[config.mk]
export PLATFORM = sky130hd
export DESIGN_NAME = coeff_compress_packer_unit
export DESIGN_NICKNAME = d
export VERILOG_FILES = /design/src/hdl/ccp_pkg.sv /design/src/hdl/ccp_front.sv /design/src/hdl/ccp_fifo.sv /design/src/hdl/ccp_packer.sv /design/src/hdl/coeff_compress_packer_unit.sv
export SDC_FILE = /design/constraint.sdc
export NUM_CORES = 1
export LEC_CHECK = 0
export ABC_CLOCK_PERIOD_IN_PS = 10400
export CAP_MARGIN = 20
export CORE_MARGIN = 4
export CORE_UTILIZATION = 45
export DETAILED_ROUTE_END_ITERATION = 10
export DONT_BUFFER_PORTS = 1
export SYNTH_ARGS = -nofsm -noshare
export SYNTH_HDL_FRONTEND = slang
export SYNTH_SLANG_ARGS = --single-unit
[constraint.sdc]
create_clock -name clk -period 10.4 [get_ports clk]
set_input_delay 2.6 -clock clk [delete_from_list [all_inputs] [get_ports clk]]
set_output_delay 2.6 -clock clk [all_outputs]
set_load 0.01 [all_outputs]
[src/hdl/ccp_pkg.sv]
`default_nettype none

package ccp_pkg;

	localparam int COEFFS_PER_POLY_DEF = 256;
	localparam int QUEUE_DEPTH_DEF     = 4;

	localparam logic signed [12:0] COEF_MIN = -13'sd3329;
	localparam logic signed [12:0] COEF_MAX = 13'sd3328;
	localparam logic signed [13:0] Q_MOD    = 14'sd3329;

	localparam logic [16:0] HALF_Q    = 17'd1664;
	localparam logic [25:0] MUL_CONST = 26'd315;
	localparam int          MUL_SHIFT = 20;

	localparam logic [2:0] MODE_D5 = 3'd5;
	localparam logic [2:0] MODE_RESET = 3'd4;

	localparam logic [3:0] BYTE_BITS = 4'd8;

	// one compressed coefficient on its way from the front end to the packer
	typedef struct packed {
		logic [4:0] code;
		logic       d5;
		logic       last;
	} entry_t;

endpackage

`default_nettype wire

[src/hdl/ccp_front.sv]
`default_nettype none

module ccp_front import ccp_pkg::*; #(
	parameter int COEFFS_PER_POLY = COEFFS_PER_POLY_DEF
) (
	input  wire logic               clk,
	input  wire logic               arst_n,
	input  wire logic               push,
	output logic                    full,
	input  wire logic signed [12:0] coefficient,
	input  wire logic               d5,
	output logic                    q_push,
	output entry_t                  q_entry,
	input  wire logic               q_full
);

	localparam int PW = (COEFFS_PER_POLY > 1) ? $clog2(COEFFS_PER_POLY) : 1;
	localparam logic [PW-1:0] POS_LAST = PW'(COEFFS_PER_POLY - 1);

	logic [PW-1:0] pos_q;
	logic          s1_v_q, s2_v_q;
	logic [11:0]   x_s1;
	logic          d5_s1, last_s1;
	entry_t        entry_s2;

	logic              s1_ready, s2_ready, accept;
	logic signed [13:0] mapped;
	logic [11:0]       x_next;
	logic [16:0]       scaled;
	logic [25:0]       prod;
	logic [4:0]        code;

	assign s2_ready = !s2_v_q || !q_full;
	assign s1_ready = !s1_v_q || s2_ready;
	assign full     = !s1_ready;
	assign accept   = push && s1_ready;

	// clamp to the valid range, then map negative values up by q
	assign mapped = 14'(coefficient) + Q_MOD;
	always_comb begin
		if (coefficient < COEF_MIN) begin
			x_next = 12'd0;
		end else if (coefficient > COEF_MAX) begin
			x_next = 12'(COEF_MAX);
		end else if (coefficient < 13'sd0) begin
			x_next = 12'(mapped);
		end else begin
			x_next = 12'(coefficient);
		end
	end

	// round(x * 2^d / q) as ((x << d) + q/2) * 315 >> 20
	assign scaled = (d5_s1 ? {x_s1, 5'b0} : {1'b0, x_s1, 4'b0}) + HALF_Q;
	assign prod   = 26'(scaled) * MUL_CONST;
	assign code   = d5_s1 ? prod[MUL_SHIFT+4:MUL_SHIFT] : {1'b0, prod[MUL_SHIFT+3:MUL_SHIFT]};

	always_ff @(posedge clk or negedge arst_n) begin
		if (!arst_n) begin
			pos_q  <= '0;
			s1_v_q <= 1'b0;
			s2_v_q <= 1'b0;
		end else begin
			if (accept) begin
				pos_q <= (pos_q >= POS_LAST) ? '0 : pos_q + 1'b1;
			end
			if (s1_ready) begin
				s1_v_q <= accept;
			end
			if (s2_ready) begin
				s2_v_q <= s1_v_q;
			end
		end
	end

	always_ff @(posedge clk) begin
		if (accept) begin
			x_s1    <= x_next;
			d5_s1   <= d5;
			last_s1 <= (pos_q >= POS_LAST);
		end
		if (s2_ready && s1_v_q) begin
			entry_s2.code <= code;
			entry_s2.d5   <= d5_s1;
			entry_s2.last <= last_s1;
		end
	end

	assign q_push  = s2_v_q && !q_full;
	assign q_entry = entry_s2;

endmodule

`default_nettype wire

[src/hdl/ccp_fifo.sv]
`default_nettype none

module ccp_fifo import ccp_pkg::*; #(
	parameter int WIDTH = 7,
	parameter int DEPTH = QUEUE_DEPTH_DEF
) (
	input  wire logic             clk,
	input  wire logic             arst_n,
	input  wire logic             wr_en,
	input  wire logic [WIDTH-1:0] wr_data,
	output logic                  full,
	input  wire logic             rd_en,
	output logic      [WIDTH-1:0] rd_data,
	output logic                  empty
);

	localparam int AW = (DEPTH > 1) ? $clog2(DEPTH) : 1;
	localparam int CW = $clog2(DEPTH + 1);
	localparam logic [AW-1:0] PTR_LAST = AW'(DEPTH - 1);

	logic [WIDTH-1:0] mem_q [DEPTH];
	logic [AW-1:0]    wr_ptr_q, rd_ptr_q;
	logic [CW-1:0]    count_q;
	logic             do_wr, do_rd;

	assign full    = (count_q == CW'(DEPTH));
	assign empty   = (count_q == '0);
	assign do_wr   = wr_en && !full;
	assign do_rd   = rd_en && !empty;
	assign rd_data = mem_q[rd_ptr_q];

	always_ff @(posedge clk or negedge arst_n) begin
		if (!arst_n) begin
			wr_ptr_q <= '0;
			rd_ptr_q <= '0;
			count_q  <= '0;
		end else begin
			if (do_wr) begin
				wr_ptr_q <= (wr_ptr_q == PTR_LAST) ? '0 : wr_ptr_q + 1'b1;
			end
			if (do_rd) begin
				rd_ptr_q <= (rd_ptr_q == PTR_LAST) ? '0 : rd_ptr_q + 1'b1;
			end
			if (do_wr && !do_rd) begin
				count_q <= count_q + 1'b1;
			end else if (do_rd && !do_wr) begin
				count_q <= count_q - 1'b1;
			end
		end
	end

	always_ff @(posedge clk) begin
		if (do_wr) begin
			mem_q[wr_ptr_q] <= wr_data;
		end
	end

`ifndef SYNTHESIS
	a_count_bound: assert property (@(posedge clk) disable iff (!arst_n)
		count_q <= CW'(DEPTH))
		else $error("queue count beyond depth");
`endif

endmodule

`default_nettype wire

[src/hdl/ccp_packer.sv]
`default_nettype none

module ccp_packer import ccp_pkg::*; (
	input  wire logic       clk,
	input  wire logic       arst_n,
	input  wire entry_t     q_entry,
	input  wire logic       q_empty,
	output logic            q_pop,
	output logic            empty,
	input  wire logic       pop,
	output logic      [7:0] packed_byte,
	output logic            last_byte
);

	logic [11:0] buf_q;
	logic [3:0]  held_q;
	logic        out_v_q;
	logic [7:0]  out_byte_q;
	logic        out_last_q;

	logic [11:0] merged;
	logic [3:0]  held_n;
	logic        produces, slot_free;

	assign merged    = buf_q | ({7'b0, q_entry.code} << held_q);
	assign held_n    = held_q + (q_entry.d5 ? 4'd5 : 4'd4);
	assign produces  = q_entry.last || (held_n >= BYTE_BITS);
	assign slot_free = !out_v_q || pop;
	// a coefficient that completes no byte never waits on the output
	assign q_pop     = !q_empty && (!produces || slot_free);

	always_ff @(posedge clk or negedge arst_n) begin
		if (!arst_n) begin
			buf_q   <= '0;
			held_q  <= '0;
			out_v_q <= 1'b0;
		end else begin
			if (q_pop) begin
				if (q_entry.last) begin
					buf_q  <= '0;
					held_q <= '0;
				end else if (produces) begin
					buf_q  <= {8'b0, merged[11:8]};
					held_q <= held_n - BYTE_BITS;
				end else begin
					buf_q  <= merged;
					held_q <= held_n;
				end
			end
			if (q_pop && produces) begin
				out_v_q <= 1'b1;
			end else if (pop) begin
				out_v_q <= 1'b0;
			end
		end
	end

	always_ff @(posedge clk) begin
		if (q_pop && produces) begin
			out_byte_q <= merged[7:0];
			out_last_q <= q_entry.last;
		end
	end

	assign empty       = !out_v_q;
	assign packed_byte = out_byte_q;
	assign last_byte   = out_last_q;

`ifndef SYNTHESIS
	a_held_below_byte: assert property (@(posedge clk) disable iff (!arst_n)
		held_q < BYTE_BITS)
		else $error("packer holds a full byte");

	a_last_flushes: assert property (@(posedge clk) disable iff (!arst_n)
		(q_pop && q_entry.last) |=> (out_v_q && out_last_q && held_q == 4'd0))
		else $error("end of polynomial not flushed");

	a_idle_holds: assert property (@(posedge clk) disable iff (!arst_n)
		!q_pop |=> ($stable(buf_q) && $stable(held_q)))
		else $error("packer state moved without a transfer");
`endif

endmodule

`default_nettype wire

[src/hdl/coeff_compress_packer_unit.sv]
`default_nettype none

// Coefficient compressor and byte packer. Each transfer on push carries one
// signed coefficient; it is clamped, mapped into [0, q), compressed to 4 or 5
// bits (5 if the mode written by cfg_write is compressed_bits == 5, else 4,
// sampled when the coefficient is taken) and packed LSB first into bytes,
// read out through empty/pop. The last coefficient of every COEFFS_PER_POLY
// block always yields a byte with last_byte set, zero padded. The block
// sustains one coefficient per cycle unless the output stalls: the front end
// has two pipeline stages with a single constant multiply, and the packer
// retires one queue entry per cycle unless a finished byte waits on output.
// A byte passes both front-end stages, the queue and the packer's output
// register; a QUEUE_DEPTH-entry queue between them absorbs output stalls.
module coeff_compress_packer_unit import ccp_pkg::*; #(
	parameter int COEFFS_PER_POLY = COEFFS_PER_POLY_DEF,
	parameter int QUEUE_DEPTH     = QUEUE_DEPTH_DEF
) (
	input  wire logic               clk,
	input  wire logic               arst_n,
	input  wire logic               cfg_write,
	input  wire logic        [2:0]  compressed_bits,
	input  wire logic               push,
	output logic                    full,
	input  wire logic signed [12:0] coefficient,
	output logic                    empty,
	input  wire logic               pop,
	output logic             [7:0]  packed_byte,
	output logic                    last_byte
);

	logic [2:0] mode_q;
	logic       q_push, q_full, q_pop, q_empty;
	entry_t     front_entry, queue_entry;
	logic [$bits(entry_t)-1:0] queue_rd_data;

	always_ff @(posedge clk or negedge arst_n) begin
		if (!arst_n) begin
			mode_q <= MODE_RESET;
		end else if (cfg_write) begin
			mode_q <= compressed_bits;
		end
	end

	ccp_front #(
		.COEFFS_PER_POLY(COEFFS_PER_POLY)
	) u_front (
		.clk        (clk),
		.arst_n     (arst_n),
		.push       (push),
		.full       (full),
		.coefficient(coefficient),
		.d5         (mode_q == MODE_D5),
		.q_push     (q_push),
		.q_entry    (front_entry),
		.q_full     (q_full)
	);

	ccp_fifo #(
		.WIDTH($bits(entry_t)),
		.DEPTH(QUEUE_DEPTH)
	) u_queue (
		.clk    (clk),
		.arst_n (arst_n),
		.wr_en  (q_push),
		.wr_data(front_entry),
		.full   (q_full),
		.rd_en  (q_pop),
		.rd_data(queue_rd_data),
		.empty  (q_empty)
	);

	assign queue_entry = entry_t'(queue_rd_data);

	ccp_packer u_packer (
		.clk        (clk),
		.arst_n     (arst_n),
		.q_entry    (queue_entry),
		.q_empty    (q_empty),
		.q_pop      (q_pop),
		.empty      (empty),
		.pop        (pop),
		.packed_byte(packed_byte),
		.last_byte  (last_byte)
	);

endmodule

`default_nettype wire
==> reports/results.txt <==
In this run the worst path has a maximum fanout of 29. Counting both buffers and inverters, the worst setup path holds a total of 4. Terminus of the critical flop-to-flop path: u_front.q_entry[5].

In this run the post-CTS setup repair buffer count came out at 0. For this run, the slowest stage of the critical path takes 550 ps. The HPWL after detailed placement is 10,100 µm.

For this design, the CTS-stage hold fixing added 0 buffers. The longest clock path from root to sink contains 2 buffers. The tools report the wire length of the first global-routing pass as 21,700 µm. The depth of the most critical reg-to-reg path was 23. The number of design-rule violations left by the first detailed-router iteration was 199.

The final critical path takes up 62.2% of the cycle. The run gives 0 as the post-route DRC violation count. The final design area excluding fillers was 0.00737 mm². Counting every sink on the clock net gives 95. Synthesis produced a netlist with a net count of 743. The routed length per instance works out to 15.3 µm. The tools report the global route total overflow as 0. The timing-limited maximum frequency came out at 0.155 GHz.

Setup violations remaining at the end of the flow were counted as 0. Number of primary I/O pins: 32. Compared with the post-synthesis result, the final layout area differs by 6.66%. The tools report the critical path launch point type as a flop.

The signal on the critical path passes through buf_4 -> mux2i_1 -> inv_1 -> ha_1 -> o31ai_1 -> a211oi_1 -> and3_1 -> xor2_1 -> nor2_1 -> a21oi_1 -> fa_1 -> ha_1 -> fa_1 -> inv_1 -> fa_1 -> inv_1 -> ha_1 -> and3_1 -> nand3_1 -> a211o_1 -> a21oi_1 -> a31oi_1 -> xnor2_1. The pin count of the biggest net entering global routing is 38. The category of the worst setup path capture point was a flop. After detailed placement, the design holds a cell count of 799. At the worst endpoint, the required time is 10,490 ps. The total inserted antenna cells came out at 0. The number of gates on the worst path with buffers counted works out to 23. The gate count after technology mapping was 627. The post-route non-filler standard cell count came out at 815. The share of the synthesized area in the top cell type is 25.2%, and the via count normalized by instance count is 5.34.

The top cell type by total area after synthesis is sky130_fd_sc_hd__edfxtp_1. Yosys attributes the largest share of cell area to sky130_fd_sc_hd__edfxtp_1 25%, sky130_fd_sc_hd__dfrtp_1 13%, sky130_fd_sc_hd__ha_1 11%. Of the cells placed in the final design, the portion with a size suffix greater than 1 is 5.26%. Headroom to the max-slew limit came out at 43.2%. The number of gates resized after CTS was 0.

Data arrives at the worst endpoint at 6550 ps. The overall fraction of global-route tracks in use was 15.1%. Type of the setup path with the least slack: reg2reg. After synthesis, the netlist uses 60 different library cells. The number of max-cap violations was 0; the full die area was 0.0174 mm². Cell class contributing the biggest share of worst-path delay: adder cells.

Cells fill 48.7% of the core in the end. Subtracting the final worst setup slack from the clock period gives 6470 ps. In this run the remaining antenna-violating nets after routing total 0. The number of enable-type register cells in the synthesized netlist came out at 58. The setup TNS was 0 ps.

The logs give 738 for the net count of the finished layout and 340 ps for the insertion delay of the later-clocked pin in the worst-skew pair. After detailed placement, the total cell area comes to 0.00707 mm². The first detailed-routing pass ran for 4 iterations.

The via count of the first global-routing pass was 4,475. TritonCTS built the clock tree. The endpoint of the most critical setup path is u_front.q_entry[5].

In this run the clock root is driven by a sky130_fd_sc_hd__clkbuf_16. The tools report the startpoint of the worst register-to-register path as u_front.d5_s1. The placement row count is 45. The critical path starts at u_front.d5_s1. After detailed routing, the total wire length is 12,500 µm. Final-report hold violation count: 0. For the pin with the worst max-slew slack, the measured transition is 828 ps. Clock skew on the completed layout was measured at 10.9 ps. Critical path's slowest cell: sky130_fd_sc_hd__fa_1. In this run the most critical hold path is launched from u_front.last_s1.

Detailed routing inserted a total of 4,355 vias. In this run the register-to-register setup slack is 3930 ps. For this run, asynchronously set or reset flops after synthesis account for 38.9%.

The clock-pin transition on the worst setup and hold timing paths was 60 ps; the CTS H-tree depth was 3. The main flop type after synthesis is sky130_fd_sc_hd__edfxtp_1. The run finished with clean final reports. The initial utilization of the core area, before any placement, comes to 45.6%.

The tools report the cell area after technology mapping as 0.00691 mm². The number of synthesized register bits works out to 95. Port buffering added 0 buffers. The die outline width came out at 132 µm. Setup repair after global routing left no endpoint under its margin. The Yosys step of the flow raised 0 warnings.

Measured along the y axis, the die boundary spans 132 µm. The synthesized area divided by synthesized cell count was 11.0 µm². The number of antenna violations at the first check in global routing was 0. The tightest min-delay check is of the reg2reg type.

At the end of routability-driven placement, the weighted congestion stood at 0.852. Summing the sequential cell areas from Yosys gives 38.6% of the chip area. The logs give 0 for the total count of max-transition violations in the final report and 9 for the number of buffers added by the clock tree synthesis step.

The region available for standard cell placement spans 0.0151 mm².
==> worst reg2reg max path: stages (launching register included) <==
cell and delay (ps):
sky130_fd_sc_hd__edfxtp_1 320, sky130_fd_sc_hd__buf_4 310, sky130_fd_sc_hd__mux2i_1 480, sky130_fd_sc_hd__inv_1 160, sky130_fd_sc_hd__ha_1 280, sky130_fd_sc_hd__o31ai_1 260, sky130_fd_sc_hd__a211oi_1 170, sky130_fd_sc_hd__and3_1 240
sky130_fd_sc_hd__xor2_1 120, sky130_fd_sc_hd__nor2_1 70, sky130_fd_sc_hd__a21oi_1 390, sky130_fd_sc_hd__fa_1 480, sky130_fd_sc_hd__ha_1 340, sky130_fd_sc_hd__fa_1 550, sky130_fd_sc_hd__inv_1 60, sky130_fd_sc_hd__fa_1 530
sky130_fd_sc_hd__inv_1 50, sky130_fd_sc_hd__ha_1 290, sky130_fd_sc_hd__and3_1 170, sky130_fd_sc_hd__nand3_1 110, sky130_fd_sc_hd__a211o_1 280, sky130_fd_sc_hd__a21oi_1 290, sky130_fd_sc_hd__a31oi_1 140, sky130_fd_sc_hd__xnor2_1 140
==> worst min-delay path by stage <==
stage	endpoint	slack (ps)	cells after the start
5_1_grt	u_front.q_entry[0]	450	0
6_report	u_front.q_entry[0]	440	0
3_5_place_dp	u_front.q_entry[0]	420	0
4_1_cts	u_front.q_entry[0]	440	0
2_1_floorplan	u_front.q_entry[0]	400	0
3_3_place_gp	u_front.q_entry[0]	420	0
==> metal layers <==
metal | up-vias | GRT usage [%] | wire length, µm
met5 | - | 0 | 0
met4 | 0 | 3.15 | 133
met3 | 11 | 3.59 | 406
met2 | 52 | 25.5 | 6140
met1 | 2129 | 20.0 | 5770
li1 | 2163 | - | -
==> area by class of cell <==
type	instances	area, µm²
Multi-Input combinational cell	423	3810
Clock inverter	5	37.5
Fill cell	1357	7770
Tap cell	188	235
Sequential cell	95	2670
Clock buffer	11	264
Timing Repair Buffer	2	15.0
Inverter	91	342
==> metrics by stage <==
step | hold slack [ps] | worst slack (ps)
CTS | 440 | 3900
global placement | 420 | 4230
finish | 438 | 3930
floorplan | 400 | 4130
global route | 451 | 3400
detailed placement | 421 | 3890
==> registers in the layout, indices dropped and copies added (netlist names), 4 cells and up <==
register              count
u_front.x_s1             12
u_packer.held_q           4
u_packer.packed_byte      8
u_packer.buf_q           12
u_front.pos_q             8
u_front.q_entry           7
u_queue.mem_q            28
==> logic make-up (layout without fill, tap and decap cells) <==
kind of cell    after synthesis  in the layout  synth area share (%)
compound gates               92             92                  8.94
xor+xnor                     44             44                  5.57
fa+ha+maj                    96             96                  21.0
buf+inv                     109            109                  6.26
flops                        95             95                  38.6
mux                          39             39                  8.76
simple gates                152            152                  10.8
==> synth_stat cells (all sizes together) (2+ instances only) <==
master / n
inv: 91
ha: 61
edfxtp: 58
nand2: 51
dfrtp: 36
fa: 34
nor2: 34
xnor2: 27
o21ai: 19
a21oi: 18
mux2i: 17
xor2: 17
a21o: 16
clkbuf: 13
mux4: 13
nor2b: 10
mux2: 9
nand2b: 8
nand3: 8
nand4: 8
and2: 7
and3: 7
nor3: 7
a21boi: 6
a211oi: 5
buf: 5
o31ai: 5
a221o: 4
a31oi: 4
a221oi: 3
a211o: 2
and4: 2
nor3b: 2
o21a: 2
==> layout by cell type (no fill, tap or decap), types with 8 or more instances in the layout <==
cell type,netlist,layout
sky130_fd_sc_hd__fa_1,34,34
sky130_fd_sc_hd__mux4_1,11,11
sky130_fd_sc_hd__a21oi_1,18,18
sky130_fd_sc_hd__nor2_1,34,34
sky130_fd_sc_hd__mux2i_1,17,17
sky130_fd_sc_hd__mux2_2,9,9
sky130_fd_sc_hd__nand3_1,8,8
sky130_fd_sc_hd__edfxtp_1,58,58
sky130_fd_sc_hd__dfrtp_1,36,36
sky130_fd_sc_hd__xnor2_1,27,27
sky130_fd_sc_hd__nand4_1,8,8
sky130_fd_sc_hd__xor2_1,17,17
sky130_fd_sc_hd__nor2b_1,10,10
sky130_fd_sc_hd__clkbuf_16,0,10
sky130_fd_sc_hd__a21o_1,16,16
sky130_fd_sc_hd__nand2b_1,8,8
sky130_fd_sc_hd__ha_1,61,61
sky130_fd_sc_hd__inv_1,89,89
sky130_fd_sc_hd__o21ai_0,17,17
sky130_fd_sc_hd__nand2_1,51,51
Power is left out: the tool's default activity adds up to more than one toggle a clock period on the data nets, which glitch-free logic cannot reach.
